### config.mk
export PLATFORM = sky130hd
export DESIGN_NAME = reorder_receiver_cumulative_ack_flat
export DESIGN_NICKNAME = d
export VERILOG_FILES = /design/src/rtl/rrca_pkg.sv /design/src/rtl/rrca_ifs.sv /design/src/rtl/rrca_ctrl.sv /design/src/rtl/rrca_dpath.sv /design/src/rtl/reorder_receiver_cumulative_ack.sv /design/src/flat_wrapper.sv
export SDC_FILE = /design/constraint.sdc
export NUM_CORES = 1
export LEC_CHECK = 0
export BUFFER_PORTS_ARGS = -buffer_cell sky130_fd_sc_hd__buf_2
export CAP_MARGIN = 20
export CORE_MARGIN = 2
export CORE_UTILIZATION = 49
export DETAILED_ROUTE_END_ITERATION = 12
export GPL_TIMING_DRIVEN = 0
export PLACE_DENSITY = 0.77
export SYNTH_ARGS = -nofsm -noshare
export SYNTH_HDL_FRONTEND = slang
export SYNTH_SLANG_ARGS = --single-unit
### constraint.sdc
create_clock -name clk_i -period 5.03 [get_ports clk_i]
set_input_delay 0.7545 -clock clk_i [delete_from_list [all_inputs] [get_ports clk_i]]
set_output_delay 0.7545 -clock clk_i [all_outputs]
set_load 0.05 [all_outputs]
### src/rtl/rrca_pkg.sv
// Shared types and constants for the reorder receiver with cumulative ack.
package rrca_pkg;

  // Default configuration
  localparam int DEF_WINDOW      = 32;
  localparam int DEF_MAX_PAYLOAD = 1024;

  // Field widths
  localparam int SEQ_W = 16;
  localparam int LEN_W = 11;
  localparam int HDL_W = 16;

  // Result kinds
  localparam logic KIND_DELIVER = 1'b0;
  localparam logic KIND_ACK     = 1'b1;

  // Incoming packet descriptor
  typedef struct packed {
    logic [SEQ_W-1:0] seq_num;
    logic [LEN_W-1:0] payload_len;
    logic             last_flag;
    logic [HDL_W-1:0] payload_handle;
  } rrca_in_t;

  // Outgoing result beat
  typedef struct packed {
    logic             kind;
    logic [SEQ_W-1:0] number;
    logic [LEN_W-1:0] length;
    logic [HDL_W-1:0] handle;
    logic             last_mark;
    logic             end_of_run;
  } rrca_out_t;

  // Commands from the controller to the datapath
  typedef struct packed {
    logic clr_step;  // clear one valid bit of the reset sweep
    logic latch;     // capture the accepted descriptor
    logic store;     // write the descriptor into its slot
    logic rd;        // read the slot of the expected number
    logic deliver;   // send the read slot downstream and advance
    logic emit_ack;  // send an acknowledgement
    logic ack_dec;   // acknowledge expected minus one
  } rrca_cmd_t;

  // Status from the datapath to the controller
  typedef struct packed {
    logic clr_done;    // last entry of the reset sweep
    logic finished;    // transfer is over
    logic in_window;   // descriptor lies in the receive window
    logic in_order;    // descriptor is the expected one
    logic rd_hit;      // read slot is valid with nonzero length
    logic rd_last;     // read slot ends the transfer
    logic last_drain;  // this delivery reaches the per-packet drain bound
    logic out_free;    // output register can take a beat
  } rrca_stat_t;

endpackage

### src/rtl/rrca_ifs.sv
// Valid/ready channel interfaces for descriptors and result beats.
interface rrca_in_if import rrca_pkg::*; ();
  logic     valid;
  logic     ready;
  rrca_in_t data;

  modport source (output valid, output data, input ready);
  modport sink   (input valid, input data, output ready);
endinterface

interface rrca_out_if import rrca_pkg::*; ();
  logic      valid;
  logic      ready;
  rrca_out_t data;

  modport source (output valid, output data, input ready);
  modport sink   (input valid, input data, output ready);
endinterface

### src/rtl/rrca_ctrl.sv
// Sequencing state machine of the reorder receiver.
module rrca_ctrl import rrca_pkg::*; (
  input  logic       clk_i,
  input  logic       rst_ni,
  input  logic       in_valid_i,
  output logic       in_ready_o,
  input  rrca_stat_t stat_i,
  output rrca_cmd_t  cmd_o
);

  typedef enum logic [5:0] {
    S_CLEAR = 6'b000001,
    S_IDLE  = 6'b000010,
    S_EVAL  = 6'b000100,
    S_READ  = 6'b001000,
    S_CHECK = 6'b010000,
    S_ACK   = 6'b100000
  } state_e;

  state_e state_q, state_d;
  logic   ack_dec_q, ack_dec_d;

  assign in_ready_o = (state_q == S_IDLE);

  // Next state and commands
  always_comb begin
    state_d   = state_q;
    ack_dec_d = ack_dec_q;
    cmd_o     = '0;
    unique case (state_q)
      S_CLEAR: begin
        cmd_o.clr_step = 1'b1;
        if (stat_i.clr_done) state_d = S_IDLE;
      end
      S_IDLE: begin
        if (in_valid_i) begin
          cmd_o.latch = 1'b1;
          state_d     = S_EVAL;
        end
      end
      S_EVAL: begin
        priority if (stat_i.finished) begin
          state_d = S_IDLE;
        end else if (!stat_i.in_window) begin
          ack_dec_d = 1'b0;
          state_d   = S_ACK;
        end else begin
          cmd_o.store = 1'b1;
          if (stat_i.in_order) begin
            state_d = S_READ;
          end else begin
            ack_dec_d = 1'b0;
            state_d   = S_ACK;
          end
        end
      end
      S_READ: begin
        cmd_o.rd = 1'b1;
        state_d  = S_CHECK;
      end
      S_CHECK: begin
        priority if (!stat_i.rd_hit) begin
          ack_dec_d = 1'b1;
          state_d   = S_ACK;
        end else if (stat_i.out_free) begin
          cmd_o.deliver = 1'b1;
          priority if (stat_i.rd_last) begin
            state_d = S_IDLE;
          end else if (stat_i.last_drain) begin
            ack_dec_d = 1'b1;
            state_d   = S_ACK;
          end else begin
            state_d = S_READ;
          end
        end
      end
      S_ACK: begin
        cmd_o.ack_dec = ack_dec_q;
        if (stat_i.out_free) begin
          cmd_o.emit_ack = 1'b1;
          state_d        = S_IDLE;
        end
      end
      default: begin
        state_d = S_CLEAR;
      end
    endcase
  end

  // State registers
  always_ff @(posedge clk_i or negedge rst_ni) begin
    if (!rst_ni) begin
      state_q   <= S_CLEAR;
      ack_dec_q <= 1'b0;
    end else begin
      state_q   <= state_d;
      ack_dec_q <= ack_dec_d;
    end
  end

  // Accept only after the sweep, never emit two kinds of beat at once, and store only a fresh descriptor
  assert property (@(posedge clk_i) disable iff (!rst_ni)
    cmd_o.latch |-> $past(rst_ni) && !cmd_o.clr_step)
    else $error("descriptor taken during reset sweep");
  assert property (@(posedge clk_i) disable iff (!rst_ni)
    !(cmd_o.deliver && cmd_o.emit_ack))
    else $error("delivery and ack issued together");
  assert property (@(posedge clk_i) disable iff (!rst_ni)
    cmd_o.store |-> $past(cmd_o.latch))
    else $error("slot written without a fresh descriptor");

endmodule

### src/rtl/rrca_dpath.sv
// Slot storage, sequence tracking and output register of the receiver.
module rrca_dpath import rrca_pkg::*; #(
  parameter int WINDOW      = DEF_WINDOW,
  parameter int MAX_PAYLOAD = DEF_MAX_PAYLOAD
) (
  input  logic       clk_i,
  input  logic       rst_ni,
  input  rrca_in_t   in_data_i,
  input  rrca_cmd_t  cmd_i,
  output rrca_stat_t stat_o,
  output logic       out_valid_o,
  input  logic       out_ready_i,
  output rrca_out_t  out_data_o
);

  localparam int IDX_W = (WINDOW > 1) ? $clog2(WINDOW) : 1;
  localparam logic [IDX_W-1:0] LastIdx = IDX_W'(WINDOW - 1);
  localparam logic [IDX_W:0]   WinExt  = (IDX_W + 1)'(WINDOW);
  localparam logic [SEQ_W-1:0] WinSeq  = SEQ_W'(WINDOW);
  localparam logic [15:0]      MaxPay  = 16'(MAX_PAYLOAD);

  typedef struct packed {
    logic [LEN_W-1:0] len;
    logic             last;
    logic [HDL_W-1:0] hdl;
  } slot_t;

  // Slot memories
  logic  v_mem [WINDOW];
  slot_t p_mem [WINDOW];

  // Captured descriptor
  logic [SEQ_W-1:0] seq_q;
  logic [LEN_W-1:0] len_q;
  logic             last_q;
  logic [HDL_W-1:0] hdl_q;

  // Sequence state
  logic [SEQ_W-1:0] exp_q;
  logic [IDX_W-1:0] exp_slot_q;
  logic             fin_q;
  logic [IDX_W-1:0] cnt_q;
  logic [IDX_W-1:0] clr_idx_q;

  // Read data
  logic  rd_valid_q;
  slot_t rd_q;

  // Output register
  logic      out_valid_q;
  rrca_out_t out_q;

  logic [SEQ_W-1:0] seq_gap;
  logic             wrapped;
  logic [IDX_W:0]   sum;
  logic [IDX_W:0]   sum_red;
  logic [IDX_W-1:0] in_slot;
  logic [LEN_W-1:0] len_sat;
  logic             v_we;
  logic [IDX_W-1:0] v_wa;
  logic             v_wd;
  logic             advance;

  // Saturate the length at capture
  assign len_sat = ({5'b0, in_data_i.payload_len} > MaxPay) ? MaxPay[LEN_W-1:0]
                                                            : in_data_i.payload_len;

  // Window distance and slot of the captured number; a number that wrapped
  // past zero is below the window size and is its own slot
  assign seq_gap = seq_q - exp_q;
  assign wrapped = (seq_q < exp_q);
  assign sum     = {1'b0, exp_slot_q} + {1'b0, seq_gap[IDX_W-1:0]};
  assign sum_red = (sum >= WinExt) ? (sum - WinExt) : sum;
  assign in_slot = wrapped ? seq_q[IDX_W-1:0] : sum_red[IDX_W-1:0];

  assign advance = cmd_i.deliver && !rd_q.last;

  // Status
  assign stat_o.clr_done   = (clr_idx_q == LastIdx);
  assign stat_o.finished   = fin_q;
  assign stat_o.in_window  = (seq_gap < WinSeq);
  assign stat_o.in_order   = (seq_gap == '0);
  assign stat_o.rd_hit     = rd_valid_q && (rd_q.len != '0);
  assign stat_o.rd_last    = rd_q.last;
  assign stat_o.last_drain = (cnt_q == LastIdx);
  assign stat_o.out_free   = !out_valid_q || out_ready_i;

  // Capture the accepted descriptor
  always_ff @(posedge clk_i) begin
    if (cmd_i.latch) begin
      seq_q  <= in_data_i.seq_num;
      len_q  <= len_sat;
      last_q <= in_data_i.last_flag;
      hdl_q  <= in_data_i.payload_handle;
    end
  end

  // Valid-bit write port: sweep, store or clear on a delivery that is not the last
  always_comb begin
    v_we = 1'b0;
    v_wa = exp_slot_q;
    v_wd = 1'b0;
    priority if (cmd_i.clr_step) begin
      v_we = 1'b1;
      v_wa = clr_idx_q;
    end else if (cmd_i.store) begin
      v_we = 1'b1;
      v_wa = in_slot;
      v_wd = 1'b1;
    end else if (advance) begin
      v_we = 1'b1;
    end
  end

  always_ff @(posedge clk_i) begin
    if (v_we) v_mem[v_wa] <= v_wd;
  end

  // Payload write port
  always_ff @(posedge clk_i) begin
    if (cmd_i.store) p_mem[in_slot] <= '{len: len_q, last: last_q, hdl: hdl_q};
  end

  // Registered read of the expected slot
  always_ff @(posedge clk_i) begin
    if (cmd_i.rd) begin
      rd_valid_q <= v_mem[exp_slot_q];
      rd_q       <= p_mem[exp_slot_q];
    end
  end

  // Sweep index, expected number, drain count and finish flag
  always_ff @(posedge clk_i or negedge rst_ni) begin
    if (!rst_ni) begin
      clr_idx_q  <= '0;
      exp_q      <= '0;
      exp_slot_q <= '0;
      cnt_q      <= '0;
      fin_q      <= 1'b0;
    end else begin
      if (cmd_i.clr_step) clr_idx_q <= clr_idx_q + 1'b1;
      if (cmd_i.latch) cnt_q <= '0;
      if (cmd_i.deliver && rd_q.last) fin_q <= 1'b1;
      if (advance) begin
        exp_q <= exp_q + 1'b1;
        cnt_q <= cnt_q + 1'b1;
        if ((exp_q == '1) || (exp_slot_q == LastIdx)) begin
          exp_slot_q <= '0;
        end else begin
          exp_slot_q <= exp_slot_q + 1'b1;
        end
      end
    end
  end

  // Output register: load a beat, drop it once taken
  always_ff @(posedge clk_i or negedge rst_ni) begin
    if (!rst_ni) begin
      out_valid_q <= 1'b0;
    end else if (cmd_i.deliver || cmd_i.emit_ack) begin
      out_valid_q <= 1'b1;
    end else if (out_ready_i) begin
      out_valid_q <= 1'b0;
    end
  end

  always_ff @(posedge clk_i) begin
    if (cmd_i.deliver) begin
      out_q <= '{kind: KIND_DELIVER, number: exp_q, length: rd_q.len,
                 handle: rd_q.hdl, last_mark: rd_q.last, end_of_run: rd_q.last};
    end else if (cmd_i.emit_ack) begin
      out_q <= '{kind: KIND_ACK, number: cmd_i.ack_dec ? (exp_q - 1'b1) : exp_q,
                 length: '0, handle: '0, last_mark: last_q, end_of_run: 1'b1};
    end
  end

  assign out_valid_o = out_valid_q;
  assign out_data_o  = out_q;

  // Delivering the last packet ends the transfer
  assert property (@(posedge clk_i) disable iff (!rst_ni)
    (cmd_i.deliver && rd_q.last) |=> fin_q)
    else $error("last delivery did not finish the transfer");
  // A waiting beat is never overwritten
  assert property (@(posedge clk_i) disable iff (!rst_ni)
    (out_valid_q && !out_ready_i) |-> !(cmd_i.deliver || cmd_i.emit_ack))
    else $error("output beat overwritten while stalled");
  // Delivery only from a hit on a valid slot
  assert property (@(posedge clk_i) disable iff (!rst_ni)
    cmd_i.deliver |-> rd_valid_q && (rd_q.len != '0) && !fin_q)
    else $error("delivery from an empty slot");

endmodule

### src/rtl/reorder_receiver_cumulative_ack.sv
// Top level of the reorder receiver with cumulative acknowledgement.
// Receiver side of a reliable datagram transfer: each descriptor beat on in_i
// is either acked (out of window or out of order, ack number = expected) or,
// when it is the expected one, followed by in-order delivery beats of it and
// the stored packets that follow it without a gap, then an ack of expected
// minus one; delivering the last packet ends the transfer and later
// descriptors are dropped without result. After reset the slot valid bits
// are swept clear before the first descriptor is taken. One descriptor is
// worked at a time by the sequencer: a descriptor dropped after the transfer
// has ended is latched and evaluated, an acked-only one is also acked, and
// an in-order one gets one registered slot read and one check per visited
// slot, the last visit being the miss that stops the drain. A drain that
// reaches the bound of WINDOW deliveries skips that final miss; delivering
// the last packet skips the ack. Stalls on the output side hold the
// sequencer in its check or ack state.
module reorder_receiver_cumulative_ack import rrca_pkg::*; #(
  parameter int WINDOW      = DEF_WINDOW,
  parameter int MAX_PAYLOAD = DEF_MAX_PAYLOAD
) (
  input  logic              clk_i,
  input  logic              rst_ni,
  rrca_in_if.sink           in_i,
  rrca_out_if.source        out_o
);

  rrca_cmd_t  cmd;
  rrca_stat_t stat;
  logic       in_ready;

  rrca_ctrl u_ctrl (
    .clk_i      (clk_i),
    .rst_ni     (rst_ni),
    .in_valid_i (in_i.valid),
    .in_ready_o (in_ready),
    .stat_i     (stat),
    .cmd_o      (cmd)
  );

  rrca_dpath #(
    .WINDOW      (WINDOW),
    .MAX_PAYLOAD (MAX_PAYLOAD)
  ) u_dpath (
    .clk_i       (clk_i),
    .rst_ni      (rst_ni),
    .in_data_i   (in_i.data),
    .cmd_i       (cmd),
    .stat_o      (stat),
    .out_valid_o (out_o.valid),
    .out_ready_i (out_o.ready),
    .out_data_o  (out_o.data)
  );

  assign in_i.ready = in_ready;

endmodule

### src/flat_wrapper.sv
// flat-port wrapper written by rule: the top's interface ports become plain ports
module reorder_receiver_cumulative_ack_flat import rrca_pkg::*;
#(
  parameter int WINDOW      = DEF_WINDOW,
  parameter int MAX_PAYLOAD = DEF_MAX_PAYLOAD
)
  (clk_i, rst_ni, in_i_valid, in_i_data, in_i_ready, out_o_valid, out_o_data, out_o_ready);
  rrca_in_if in_i_i ();
  rrca_out_if out_o_i ();
  input  logic clk_i;
  input  logic rst_ni;
  input wire logic [$bits(in_i_i.valid)-1:0] in_i_valid;
  input wire logic [$bits(in_i_i.data)-1:0] in_i_data;
  output wire logic [$bits(in_i_i.ready)-1:0] in_i_ready;
  output wire logic [$bits(out_o_i.valid)-1:0] out_o_valid;
  output wire logic [$bits(out_o_i.data)-1:0] out_o_data;
  input wire logic [$bits(out_o_i.ready)-1:0] out_o_ready;
  assign in_i_i.valid = in_i_valid;
  assign in_i_i.data = in_i_data;
  assign in_i_ready = in_i_i.ready;
  assign out_o_valid = out_o_i.valid;
  assign out_o_data = out_o_i.data;
  assign out_o_i.ready = out_o_ready;
  reorder_receiver_cumulative_ack #(.WINDOW(WINDOW), .MAX_PAYLOAD(MAX_PAYLOAD)) u_core (.clk_i(clk_i), .rst_ni(rst_ni), .in_i(in_i_i), .out_o(out_o_i));
endmodule
==> flow_metrics.tcl <==
set metrics [dict create \
    status "finished, final reports clean" \
    worst_hold_path_type "input pin to async pin" \
    cts_tree "built" \
    antenna_violations_before_repair 5 \
    numPortBuffers 94 \
    grt.total_usage_pct 25.3 \
    cp-start-kind "flop" \
    hold_viol 0 \
    min_period_over_period_pct 97.2 \
    routability_congestion 0.889 \
    count_of_nets_after_finishing 2441 \
    cap_viol_max_count 0 \
    total_wire_length_mm 118 \
    timing_worst_setup_path_type "flop to flop" \
    synth.ff_latch_count 1087 \
    floorplan.core_area_sq_mm 0.0870 \
    max-slew-margin-rel_pct 5.94 \
    count_of_flip_flops_with_a_built_in_enable_after_synthesis 1046 \
    cts-hold-fix-buffers 0 \
    num_rows 108 \
    clock_sinks 1087 \
    fp.dieH_um 301 \
    clk_latency_ns 0.70 \
    dp_hpwl_mm 70.2 \
    min_period_ns 4.89 \
    route.met2.wl_mm 56.8 \
    cts-root-buf "sky130_fd_sc_hd__clkbuf_16" \
    via_per_inst 6.55 \
    final.setup_skew_ns 0.0344 \
    yosys.area.top_type_share_pct 72.8 \
    fmax_ghz 0.205 \
    synthDominantAreaCellType "sky130_fd_sc_hd__edfxtp_1" \
    drtPass1Iterations 6 \
    drt-wirelength-per-cell_um 32.9 \
    worstMarginPinSlew_ns 1.41 \
    grt_max_degree 41 \
    drive_above_1_share_pct 29.9 \
    ctsLongestPathBuffers 3 \
    io_pins 96 \
    vdd.ir_drop.worst_mv 0.391 \
    syn-mean-instance-area_sq_um 21.0 \
    die_footprint_sq_mm 0.0904 \
    fin_setup_tns_ns 0 \
    pwr_density_cell_mw_per_mm2 362 \
    synthDistinctLibCells 73 \
    post_synth_instance_area_sq_mm 0.0431 \
    layout-area-overhead-vs-synth_pct 17.2 \
    cts_resized 0 \
    routedLengthMet1_mm 41.1 \
    min_hold_slack_ns 0.230 \
    dominant_synthesized_flop_cell "sky130_fd_sc_hd__edfxtp_1" \
    slew_viol_final 0 \
    syn_inst 2051 \
    met3WireLength_mm 13.1 \
    multi_input_area_sq_mm 0.0105 \
    rrSetupSlack_ns 0.14 \
    antenna_violating_nets_post_route 0 \
    cp-end-kind "flop" \
    reg2reg_start "u_core.u_dpath.exp_slot_q[1]" \
    synth.net_count 2129 \
    grt-ovfl-total 0 \
    report.final.setup_viol 0 \
    ys_seq_area_share_pct 75.2 \
    die_width_um 301 \
    reg2reg_depth 13 \
    post_synth_main_area_contributors "sky130_fd_sc_hd__edfxtp_1 (73%), sky130_fd_sc_hd__mux4_2 (15%), sky130_fd_sc_hd__dfrtp_1 (2.3%)" \
    detailedPlace.worstSlack_ns -0.0275 \
    antenna-diode-count 0 \
    ctsHtreeMaxLevel 3 \
    place.detailed.instances 3343 \
    numCtsBuffers 103 \
    nFillCells 5981 \
    timing.critical_path.fanout_max 14 \
    drc 0 \
    sequential_cell_area_sq_mm 0.0324 \
    layout.cells.most_common "sky130_fd_sc_hd__edfxtp_1" \
    cts.reportedPaths.clkPinSlew_ns 0.06 \
    required_ns 5.40 \
    initial_core_util_pct 49.6 \
    p_leak_uw 0.0159 \
    report.power.total_uw 18300 \
    dr_total_vias 23600 \
    topRoutingLayerUsed "met5" \
    commonest_cells_after_routing_fill_and_taps_aside "sky130_fd_sc_hd__edfxtp_1 (1046), sky130_fd_sc_hd__mux4_2 (290), sky130_fd_sc_hd__clkbuf_16 (104)" \
    grt_pass1_vias 23200 \
    r2r_end "u_core.u_dpath.p_mem[11][14]" \
    setup_slack_ns 0.141 \
    initial_detailed_routing_violation_count 3508 \
    grt_pass1_wl_mm 162 \
    setup_repair_after_global_routing_missed_its_margin "no" \
    final_cell_count_no_fill 3598 \
    cp.arrival_ns 5.26 \
    synth-async-reset-ratio_pct 3.68 \
    ys_warn_count 0 \
]
==> through the flow <==
stage / cell area, sq um / util (%)
final: 50500 / 58.1
after global routing: 50500 / 58.1
after CTS: 49600 / 57.0
after detailed placement: 46300 / 53.2
after global placement: 45100 / 51.8
after floorplan: 43100 / -
==> state kept, by name (all words and copies together) (netlist names), 5 cells and up <==
register and cells:
u_core.u_dpath.len_q 11, u_core.u_dpath.exp_q 16, u_core.u_dpath.hdl_q 16, u_core.u_dpath.out_data_o 46
u_core.u_dpath.v_mem 32, u_core.u_dpath.cnt_q 5, u_core.u_dpath.seq_q 16, u_core.u_dpath.clr_idx_q 5
u_core.u_dpath.rd_q 27, u_core.u_dpath.p_mem 896, u_core.u_ctrl.state_q 6, u_core.u_dpath.exp_slot_q 5
==> area by class of cell <==
class / count / share of cell area, %
sequential: 1087 / 64.2
multi-input combinational: 833 / 20.7
clock buffer: 124 / 5.30
timing repair buffer: 207 / 4.98
tap: 1155 / 2.86
clock inverter: 61 / 1.01
buffer: 96 / 0.738
inverter: 35 / 0.260
==> worst max-delay path, stage by stage (launching register included) <==
cell	delay, ns
sky130_fd_sc_hd__dfrtp_1	0.55
sky130_fd_sc_hd__clkbuf_1	0.53
sky130_fd_sc_hd__clkbuf_1	0.59
sky130_fd_sc_hd__inv_1	0.19
sky130_fd_sc_hd__fa_1	0.49
sky130_fd_sc_hd__inv_1	0.07
sky130_fd_sc_hd__a21o_1	0.11
sky130_fd_sc_hd__a21oi_1	0.07
sky130_fd_sc_hd__xor2_1	0.15
sky130_fd_sc_hd__xnor2_1	0.22
sky130_fd_sc_hd__mux2i_1	0.48
sky130_fd_sc_hd__nand3b_1	0.49
sky130_fd_sc_hd__nor2_4	0.38
sky130_fd_sc_hd__buf_12	0.23
==> kinds of logic after synthesis <==
| logic type | after synthesis | synth area share [%] |
|---|---|---|
| compound gates | 124 | 2.08 |
| xor+xnor | 45 | 0.914 |
| fa+ha+maj | 30 | 0.905 |
| buf+inv | 131 | 1.17 |
| flops | 1087 | 75.2 |
| mux | 326 | 16.1 |
| simple gates | 308 | 3.68 |
==> how the worst max path moves through the flow <==
stage                            startpoint                            to  slack (ns)  cells past startpoint
5_1_grt            u_core.u_dpath.exp_q[11]   u_core.u_dpath.p_mem[25][0]        0.05                     14
4_1_cts        u_core.u_dpath.exp_slot_q[1]   u_core.u_dpath.p_mem[8][12]      0.0003                     13
2_1_floorplan  u_core.u_dpath.exp_slot_q[1]   u_core.u_dpath.p_mem[12][0]        0.63                     12
3_5_place_dp       u_core.u_dpath.exp_q[11]    u_core.u_dpath.p_mem[0][9]       -0.03                     14
6_report       u_core.u_dpath.exp_slot_q[1]  u_core.u_dpath.p_mem[11][14]        0.14                     13
3_3_place_gp   u_core.u_dpath.exp_slot_q[1]  u_core.u_dpath.p_mem[26][14]       -2.07                     12
==> what timing repair did <==
item | in CTS | in global routing
pin swaps | 6 | 24
setup buffers | 12 | 40
setup endpoints to repair | 63 | 722
==> routing by layer <==
metal	vias to the layer above	global-route usage, %
li1	9110	-
met1	12100	33.8
met2	1949	40.3
met3	360	5.12
met4	2	12.1
met5	-	0
==> cell usage after synthesis (all sizes together) (3+ instances only) <==
master / n
inv: 35
nor3: 28
o21ai: 31
o21a: 3
and3: 38
clkbuf: 65
nand2: 55
a2bb2oi: 3
or3: 8
nor4: 8
or4: 3
edfxtp: 1046
nor2b: 15
xnor2: 41
nor4b: 3
mux2i: 4
a31oi: 4
a211o: 4
nand2b: 7
and2: 7
o211ai: 9
nand4: 5
a21oi: 29
nand3b: 8
ha: 28
mux2: 32
a221oi: 5
xor2: 4
o31ai: 3
nor2: 88
dfrtp: 39
buf: 31
or2: 6
mux4: 290
nand3: 26
a21o: 11
==> power breakdown <==
| group | internal [uW] | switching (uW) |
|---|---|---|
| Clock | 4110 | 3410 |
| Sequential | 9960 | 127 |
| Combinational | 229 | 444 |
| Total | 14300 | 3980 |
Power figures use the tool's default switching activity.
